**src/hdl/nrsh_pkg.sv**
```systemverilog
// Package for the nearest ray/segment hit core: item types and fixed widths.
// No dependencies; used by every module of the block.
package nrsh_pkg;

   // Q16.4 coordinates, fixed by the item format
   localparam int COORD_BITS = 20;
   localparam int COUNT_BITS = 9;
   localparam int SLOT_BITS  = 8;

   // Item action codes
   localparam logic ACT_STORE = 1'b0;
   localparam logic ACT_RAY   = 1'b1;

   typedef struct packed {
      logic                         action;
      logic [SLOT_BITS-1:0]         slot;
      logic signed [COORD_BITS-1:0] start_x;
      logic signed [COORD_BITS-1:0] start_y;
      logic signed [COORD_BITS-1:0] end_x;
      logic signed [COORD_BITS-1:0] end_y;
   } req_type;

   typedef struct packed {
      logic                         hit;
      logic signed [COORD_BITS-1:0] hit_x;
      logic signed [COORD_BITS-1:0] hit_y;
   } rsp_type;

   // Entry of the queue between front and back
   typedef struct packed {
      logic    is_ray;
      req_type item;
   } queue_entry_type;

endpackage

```
**src/hdl/nrsh_front.sv**
```systemverilog
// Front end: accepts items, classifies store vs ray, queues them (two entries).
// Depends on nrsh_pkg.
module nrsh_front (
   input  logic                     clock,
   input  logic                     reset,
   input  logic                     start,
   output logic                     busy,
   input  nrsh_pkg::req_type        req_data,
   output logic                     q_valid,
   output nrsh_pkg::queue_entry_type q_entry,
   input  logic                     q_pop
);
   import nrsh_pkg::*;

   queue_entry_type entry_ff [2];
   logic            wr_ptr_ff, wr_ptr_in;
   logic            rd_ptr_ff, rd_ptr_in;
   logic [1:0]      cnt_ff, cnt_in;
   logic            push;
   logic            pop;

   assign busy    = (cnt_ff == 2'd2);
   assign push    = start && !busy;
   assign pop     = q_pop && q_valid;
   assign q_valid = (cnt_ff != 2'd0);
   assign q_entry = entry_ff[rd_ptr_ff];

   // pointer and fill count update
   always_comb begin
      wr_ptr_in = push ? !wr_ptr_ff : wr_ptr_ff;
      rd_ptr_in = pop ? !rd_ptr_ff : rd_ptr_ff;
      cnt_in    = cnt_ff + {1'b0, push} - {1'b0, pop};
   end

   always_ff @(posedge clock) begin
      if (reset) begin
         wr_ptr_ff <= 1'b0;
         rd_ptr_ff <= 1'b0;
         cnt_ff    <= 2'd0;
      end else begin
         wr_ptr_ff <= wr_ptr_in;
         rd_ptr_ff <= rd_ptr_in;
         cnt_ff    <= cnt_in;
      end
   end

   // payload storage, classified on transfer
   always_ff @(posedge clock) begin
      if (push) begin
         entry_ff[wr_ptr_ff].is_ray <= (req_data.action == ACT_RAY);
         entry_ff[wr_ptr_ff].item   <= req_data;
      end
   end

endmodule

```
**config.mk**
```make
export PLATFORM = sky130hd
export DESIGN_NAME = nrsh_front
export DESIGN_NICKNAME = d
export VERILOG_FILES = /design/src/hdl/nrsh_pkg.sv /design/src/hdl/nrsh_front.sv
export SDC_FILE = /design/constraint.sdc
export NUM_CORES = 1
export LEC_CHECK = 0
export BUFFER_PORTS_ARGS = -buffer_cell sky130_fd_sc_hd__buf_4
export CAP_MARGIN = 20
export CORE_MARGIN = 2
export CORE_UTILIZATION = 40
export CTS_BUF_LIST = sky130_fd_sc_hd__clkbuf_8 sky130_fd_sc_hd__clkbuf_16
export DETAILED_ROUTE_END_ITERATION = 12
export PLACE_DENSITY = 0.69
export SLEW_MARGIN = 5
export SYNTH_ARGS = -nofsm -noshare
export SYNTH_HDL_FRONTEND = slang
export SYNTH_SLANG_ARGS = --single-unit
```
**constraint.sdc**
```tcl
create_clock -name clock -period 7.6 [get_ports clock]
set_clock_uncertainty 0.05 [all_clocks]
set_input_delay 1.52 -clock clock [delete_from_list [all_inputs] [get_ports clock]]
set_output_delay 1.52 -clock clock [all_outputs]
set_load 0.05 [all_outputs]
```
==> impl_metrics.ini, run 1 <==
[cts]
clock_path_buffers = 2
clk_latency_ns = 0.42
ctsResizeCount = 0
ctsHoldBuffers = 0
htree_levels = 4
cts_tree = done
clk_pin_slew_ns = 0.07
cts_buffers = 17
numClockSinks = 183
cts-root-buf = clkbuf_16
post_cts_buffers = 0

[route]
ant_nets = 0
drt-pass1-iter-count = 5
via_per_inst = 4.62
drcViolationCount = 0
wl_per_cell_um = 16.8
vias = 3384
wl_um = 12300
drt-initial-drc-count = 143

[logic_synthesis]
yosys_most_used_dff = edfxtp_1
synth-seq-cells = 183
syn-num-nets = 400
syn_area_um2 = 6700
syn_inst = 305
synth_edf_count = 178
avgSynthCellArea_um2 = 22.0
ys_seq_area_frac = 0.813
synthDistinctLibCells = 23
synthArstFlopShare = 0
yosysWarnings = 0

[critical_path]
crit_path_max_incr_delay_ns = 0.71
critical_path_required_ns = 6.03
worstPathMaxFanout = 50
path_buf_inv = 2
r2r_slack_ns = 5.10
r2r-end = entry_ff[0][77]$_DFFE_PP_
cp_slowest_cell = dfxtp_4
critPathArrivalTime_ns = 2.45
critPathLaunchType = register
rr_worst_depth = 5
path_common_cell = buf_4
crit_cells = 3
worstSetupPathType = register to primary output
cpLargestDelayFamily = buffers and inverters
crit_path_end = q_entry[73]
crit_path_end_kind = primary output
r2r-start = cnt_ff[0]$_SDFF_PP0_
worstPathCellList = buf_4 > mux2_2 > buf_4

[global_route]
grt_pass1_vias = 3730
grt_start_max_net_pins = 53
grt_overflow = 0
antenna_found_initial = 0
grt.total_usage = 0.140
grt_pass1_wl_um = 18800

[timing]
rsz0062_at_grt = no
hold_viol_final = 0
slew_violations = 0
maxSlewHeadroom = 0.522
setup_viol = 0
fmax_ghz = 0.249
fin_crit_ns = 4.02
tightest_slew_ns = 0.717
finalCritPeriodShare = 0.529
fin_setup_tns_ns = 0
hold_ws_ns = 0.443

[floorplan]
die_x_um = 133
chipHeight_um = 133
initial_core_util = 0.407
ios = 185
dieArea_um2 = 17800
row_count = 47
core_area_um2 = 16500

[min_path]
min_path_type = register to register

[cells_and_area]
syn2layout_area_growth_pct = 33.6
fin_cells = 733
n_antenna_cell = 0
most-common-layout-cells = buf_4, edfxtp_1, mux2_2, clkbuf_16, mux2_4
drive_gt1_frac = 0.608
fillers = 1334
nNetsFinal = 595
final_common_cell = buf_4

[placed_design]
hpwl_um = 8020
numPlacedInstances = 701
numPortBuffers = 184
gp_congestion = 0.698

[run]
maxCapViolCount = 0

[power_and_ir_drop]
ir_worst_vdd_mv = 0.200
power_mw = 3.64
leakage_nw = 3.36
power.density_nw_per_um2 = 407

[outcome]
status = complete, no violations
## registers in the layout, indices dropped and copies added (netlist names), named ones only
| signal | cells |
|---|---|
| entry_ff | 178 |
| cnt_ff | 2 |
| rd_ptr_ff | 1 |
| wr_ptr_ff | 1 |
## how the worst min path moves through the flow
stage | endpoint | from | slack, ns | depth (start not counted)
2_1_floorplan | wr_ptr_ff$_SDFFE_PP0P_ | wr_ptr_ff$_SDFFE_PP0P_ | 0.40 | 2
3_3_place_gp | wr_ptr_ff$_SDFFE_PP0P_ | wr_ptr_ff$_SDFFE_PP0P_ | 0.42 | 2
5_1_grt | wr_ptr_ff$_SDFFE_PP0P_ | wr_ptr_ff$_SDFFE_PP0P_ | 0.51 | 2
4_1_cts | wr_ptr_ff$_SDFFE_PP0P_ | wr_ptr_ff$_SDFFE_PP0P_ | 0.44 | 2
6_report | wr_ptr_ff$_SDFFE_PP0P_ | wr_ptr_ff$_SDFFE_PP0P_ | 0.44 | 2
3_5_place_dp | wr_ptr_ff$_SDFFE_PP0P_ | wr_ptr_ff$_SDFFE_PP0P_ | 0.43 | 2
## synthesized netlist by cell type (2+ instances only)
cell type	instances	share of area
inv_1	4	0.0022
ha_1	2	0.0037
mux2_4	10	0.022
mux2_2	79	0.13
dfxtp_1	5	0.015
buf_6	3	0.0050
buf_2	7	0.0052
edfxtp_1	178	0.80
nor2_1	3	0.0017
## where the power goes
part           leakage [nW]  internal [mW]  switching, mW
clock                 0.315          0.564          0.368
sequential             1.70           1.29         0.0650
combinational          1.34          0.455          0.902
## layer usage
layer	global-route usage	vias up	routed length, µm
met4	0.0609	0	284
li1	-	1589	-
met1	0.162	1641	4980
met5	0	-	0
met2	0.234	132	6170
met3	0.0510	22	866
## through the flow
stage / utilization / cell area, µm² / worst slack (ns)
5_1_grt: 0.543 / 8950 / 3.42
3_5_place_dp: 0.505 / 8310 / 3.95
4_1_cts: 0.543 / 8950 / 3.50
2_1_floorplan: - / 6700 / 3.45
3_3_place_gp: 0.505 / 8310 / 3.98
6_report: 0.543 / 8950 / 3.58
## worst reg2reg max path, delay by kind of cell (launching register included)
| family | cells | cell delay (ns) |
|---|---|---|
| AND/OR/NAND/NOR | 2 | 0.53 |
| buffers and inverters | 3 | 1.16 |
| flip-flops | 1 | 0.36 |
## area by class of cell
class	count	area [µm²]	share of cell area
multi-input cells	107	1160	0.130
flip-flops and latches	183	5450	0.609
inverters	4	17.5	0.00196
clock inverters	14	196	0.0220
well taps	220	275	0.0308
clock buffers	18	439	0.0491
repair buffers	187	1400	0.157
## logic make-up after synthesis
group / after synthesis / share of synthesized area
adder cells (fa/ha/maj): 2 / 0.00374
AO/OA/AOI/OAI: 3 / 0.00261
flip-flops: 183 / 0.813
AND/OR/NAND/NOR: 11 / 0.00897
buffers and inverters: 15 / 0.0136
multiplexers: 89 / 0.155
XOR/XNOR: 2 / 0.00262
No activity file was read; power rests on OpenSTA's default activity.
==> inputs of run 2 (changes only) <==
==> constraint.sdc (replaced) <==
create_clock -name clock -period 4 [get_ports clock]
set_clock_uncertainty 0.05 [all_clocks]
set_input_delay 0.8 -clock clock [delete_from_list [all_inputs] [get_ports clock]]
set_output_delay 0.8 -clock clock [all_outputs]
set_load 0.05 [all_outputs]
==> run 2 against run 1 <==
- cell area down 0.64%
- core utilization fell by 0.35 points
- non-clock buffer count unchanged
- critical path depth stayed put
- critical path type unchanged
- flip-flop and latch count did not move
- register-to-register slack worse by 3.3 ns
- largest cell class unchanged
- combinational power grew 91%
- routed wire length rose by 0.39%
- via count rose by 1.4%
- sequential share of layout area is 0.39 points higher
- count of clock-buffer cells in the layout decreased by 1
- highest routed layer unchanged
- clock power up 63%
- critical endpoint unchanged
==> impl_metrics.ini, run 2 (same netlist as run 1, synthesis figures left out) <==
[route]
ant_nets = 0
via_per_inst = 4.68
wl_um = 12400
vias = 3430
drt-initial-drc-count = 167
wl_per_cell_um = 16.8
drcViolationCount = 0
route.met3.wl_um = 924
wl_met2_um = 6050
routed.top_layer = met4
wl_met1_um = 5120
drt-pass1-iter-count = 4

[floorplan]
row_count = 47
die_x_um = 133
core_area_um2 = 16500
chipHeight_um = 133
dieArea_um2 = 17800
initial_core_util = 0.407
ios = 185

[global_route]
grt_overflow = 0
antenna_found_initial = 0
grt_start_max_net_pins = 90
grt_pass1_wl_um = 19200
grt.total_usage = 0.142
grt_pass1_vias = 3695

[min_path]
min_path_type = register to register

[cells_and_area]
nNetsFinal = 595
most-common-layout-cells = buf_4, edfxtp_1, mux2_2, clkbuf_16, mux2_4
design_area_um2 = 8890
fin_cells = 733
syn2layout_area_growth_pct = 32.7
final_common_cell = buf_4
fin_util = 0.540
largest_register = entry_ff
n_antenna_cell = 0
largest_reg_flops = 178
drive_gt1_frac = 0.600
reg_top3 = entry_ff: 178 flops, cnt_ff: 2 flops

[placed_design]
numPortBuffers = 184
dpl_worst_slack_ns = 1.38
gp_congestion = 0.712
numPlacedInstances = 701
placed_area_um2 = 8350
hpwl_um = 7940

[cts]
numClockSinks = 183
clock_path_buffers = 2
clk_latency_ns = 0.42
ctsHoldBuffers = 0
cts_buffers = 17
cts_tree = done
ctsResizeCount = 0
cts-root-buf = clkbuf_16
clk_pin_slew_ns = 0.06
htree_levels = 4
post_cts_buffers = 0

[run]
maxCapViolCount = 0

[timing]
hold_ws_ns = 0.455
fmax_ghz = 0.334
finalCritPeriodShare = 0.747
fin_setup_tns_ns = 0
setup_ws_ns = 1.01
hold_viol_final = 0
rsz0062_at_grt = no
setup_viol = 0
tightest_slew_ns = 0.640
maxSlewHeadroom = 0.573
fin_crit_ns = 2.99
slew_violations = 0

[power_and_ir_drop]
leakage_nw = 3.32
power.density_nw_per_um2 = 753
power_mw = 6.69
ir_worst_vdd_mv = 0.474

[critical_path]
critPathLaunchType = register
critical_path_required_ns = 3.15
crit_path_end_kind = primary output
critPathArrivalTime_ns = 2.14
worstPathMaxFanout = 50
worstSetupPathType = register to primary output

[outcome]
status = complete, no violations
## run 2: cell count changes in the layout (fill, tap and decap cells not counted), sizes merged
cell	before	now
clkinvlp	1	4
bufinv	4	1
inv	10	7
clkbuf	18	17
clkinv	3	7
## run 2: path summary, 6_finish.rpt
path	startpoint	endpoint	depth (start not counted)	slack, ns
setup / recovery	register	q_entry[73]	3	1.01
hold reg to reg	wr_ptr_ff$_SDFFE_PP0P_	wr_ptr_ff$_SDFFE_PP0P_	2	0.46
hold / removal	wr_ptr_ff$_SDFFE_PP0P_	wr_ptr_ff$_SDFFE_PP0P_	2	0.46
setup reg to reg	cnt_ff[0]$_SDFF_PP0_	entry_ff[0][68]$_DFFE_PP_	5	1.76
## run 2: power by group
group	switching, mW	leakage (nW)	internal [mW]
Clock	0.677	0.260	0.846
Combinational	1.72	1.35	0.884
Sequential	0.127	1.70	2.44
Total	2.52	3.32	4.17
## run 2: critical path, cell delays in order, from the launching register on
cell	delay, ns
dfxtp_4	0.71
buf_12	0.36
mux2_2	0.39
buf_4	0.19
## run 2: final cells by class
class / instances / area [µm²]
timing repair buffer: 187 / 1440
inverter: 4 / 17.5
tap: 220 / 275
clock inverter: 15 / 115
sequential: 183 / 5450
fill: 1338 / 7580
multi-input combinational: 107 / 1160
clock buffer: 17 / 425
## run 2: metal layers
layer  up-vias  track usage
met5         -            0
met4         0       0.0656
met3        21       0.0487
met2       126        0.229
met1      1697        0.173
li1       1586            -
==> inputs of run 3 (changes only) <==
--- a/config.mk
+++ b/config.mk
@@ -5,6 +5,7 @@
 export SDC_FILE = /design/constraint.sdc
 export NUM_CORES = 1
 export LEC_CHECK = 0
+export ABC_AREA = 1
 export BUFFER_PORTS_ARGS = -buffer_cell sky130_fd_sc_hd__buf_4
 export CAP_MARGIN = 20
 export CORE_MARGIN = 2
==> constraint.sdc (replaced) <==
create_clock -name clock -period 2.95 [get_ports clock]
set_clock_uncertainty 0.05 [all_clocks]
set_input_delay 0.59 -clock clock [delete_from_list [all_inputs] [get_ports clock]]
set_output_delay 0.59 -clock clock [all_outputs]
set_load 0.05 [all_outputs]
==> run 3 against run 2 <==
- sequential power rose by 32%
- non-clock buffer count increased by 3
- combinational power increased by 21%
- sequential share of layout area down 0.46 points
==> impl_metrics.ini, run 3 <==
[power_and_ir_drop]
p_clk_frac = 0.251
power.density_nw_per_um2 = 974
comb_power_share = 0.361
p_sw_frac = 0.360
p_int_mw = 5.59
leakage_nw = 3.38
seqPwrFrac = 0.388
power_mw = 8.73
switchingPower_mw = 3.14
ir_worst_vdd_mv = 0.488

[critical_path]
crit_path_max_incr_delay_ns = 0.45
worstPathCellList = buf_4 > mux2_2 > buf_4
critical_path_required_ns = 2.31
critPathArrivalTime_ns = 1.88
critPathLaunchType = register
path_common_cell = buf_4
crit_path_end_kind = primary output
worstSetupPathType = register to primary output
rr_worst_depth = 5
cp_slowest_cell = buf_4
worstPathMaxFanout = 42

[floorplan]
core_area_um2 = 16500
row_count = 47
initial_core_util = 0.408
die_x_um = 134
dieArea_um2 = 17800
chipHeight_um = 134
ios = 185

[route]
drt-initial-drc-count = 163
drcViolationCount = 0
vias = 3470
wl_um = 12200
wl_per_cell_um = 16.3
via_per_inst = 4.64
ant_nets = 0
drt-pass1-iter-count = 4

[logic_synthesis]
syn_area_um2 = 6710
yosysMostFrequentCell = edfxtp_1
syn-num-nets = 412
yosys_most_used_dff = edfxtp_1
synth_top_area_frac = 0.796
yosysWarnings = 0
synth_area_leader_cell = edfxtp_1
syn_inst = 317
avgSynthCellArea_um2 = 21.2
synth_common_cells = edfxtp_1, mux2_2, inv_1, mux2_4, nor2_1
synthArstFlopShare = 0
synthDistinctLibCells = 13
synth-seq-cells = 183
netlist_top_cells_area = edfxtp_1, mux2_2, mux2_4, dfxtp_1, inv_1
ys_seq_area_frac = 0.811
synth_edf_count = 178

[cells_and_area]
syn2layout_area_growth_pct = 33.4
reg_top3 = entry_ff: 178 flops, cnt_ff: 2 flops
largest_register = entry_ff
nNetsFinal = 610
most-common-layout-cells = buf_4, edfxtp_1, mux2_2, clkbuf_16, inv_1
fin_util = 0.544
drive_gt1_frac = 0.591
largest_reg_flops = 178
n_antenna_cell = 0
final_common_cell = buf_4
fillers = 1331

[global_route]
grt_pass1_wl_um = 19000
antenna_found_initial = 0
grt_overflow = 0
met2_usage = 0.246
global_route.usage.met1 = 0.157
use_met3 = 0.0460
gr-max-usage-layer = met2
grt_pass1_vias = 3757
grt_start_max_net_pins = 48
grt.total_usage = 0.140

[placed_design]
numPortBuffers = 184
hpwl_um = 8200
gp_congestion = 0.722

[timing]
fin_crit_ns = 2.52
rsz0062_at_grt = no
fmax_ghz = 0.398
maxSlewHeadroom = 0.569
slew_violations = 0
setup_viol = 0
fin_setup_tns_ns = 0
hold_ws_ns = 0.287
finalCritPeriodShare = 0.853
tightest_slew_ns = 0.647
hold_viol_final = 0

[cts]
post_cts_buffers = 0
ctsResizeCount = 0
clock_path_buffers = 2
htree_levels = 4
ctsHoldBuffers = 0
clk_pin_slew_ns = 0.07
clk_latency_ns = 0.41
cts_buffers = 17
cts_tree = done
cts-root-buf = clkbuf_16
numClockSinks = 183

[min_path]
min_path_type = input port to register
hold_depth = 2

[outcome]
status = complete, no violations

[run]
maxCapViolCount = 0
run 3: cell types whose count changed after synthesis, moves of 3 or more:
cell	before	now
inv_1	4	10
nand2_1	1	8
nand3_1	0	3
nor2_1	3	9
run 3: layout make-up:
class	count	area, µm²	share of cell area
Timing Repair Buffer	190	1450	0.162
Clock inverter	15	154	0.0172
Multi-Input combinational cell	113	1160	0.130
Sequential cell	183	5450	0.608
Clock buffer	17	425	0.0475
Tap cell	220	275	0.0307
Inverter	10	40.0	0.00447
run 3: path summary, 6_finish.rpt:
path,slack [ns],start,endpoint
max reg2reg,1.14,cnt_ff[0]$_SDFF_PP0_,entry_ff[1][3]$_DFFE_PP_
min,0.29,reset,cnt_ff[0]$_SDFF_PP0_
min reg2reg,0.46,rd_ptr_ff$_SDFFE_PP0P_,rd_ptr_ff$_SDFFE_PP0P_
max,0.43,register,q_entry[26]
run 3: power groups by stage:
stage	Clock [mW]	Combinational, mW	Sequential, mW
after floorplan	0	2.30	3.43
after global placement	0	3.14	3.43
after detailed placement	0	3.18	3.45
after CTS	2.25	3.18	3.39
after global routing	2.35	3.30	3.42
final	2.19	3.15	3.39
run 3: layer usage:
metal	routed length (µm)	share of wire
met2	6440	0.53
met5	0	0
met4	142	0.012
met3	815	0.067
met1	4830	0.39
run 3: metrics by stage:
stage                     area (µm²)  setup WS [ns]  instances
final                           8960          0.434        748
after global routing            8960          0.342        748
after CTS                       8960          0.403        748
after detailed placement        8380          0.868        716
after global placement          8380          0.883        716
after floorplan                 6720         0.0395        317
run 3: worst max-delay path: cells and delay by family, from the launching register on:
family	cells	cell delay [ns]
buf+inv	2	0.64
flops	1	0.36
mux	1	0.41
run 3: kinds of logic after synthesis:
group / Yosys count / synth area share
multiplexers: 89 / 0.155
buffers and inverters: 21 / 0.0170
adder cells (fa/ha/maj): 2 / 0.00373
AND/OR/NAND/NOR: 20 / 0.0117
AO/OA/AOI/OAI: 2 / 0.00149
flip-flops: 183 / 0.811
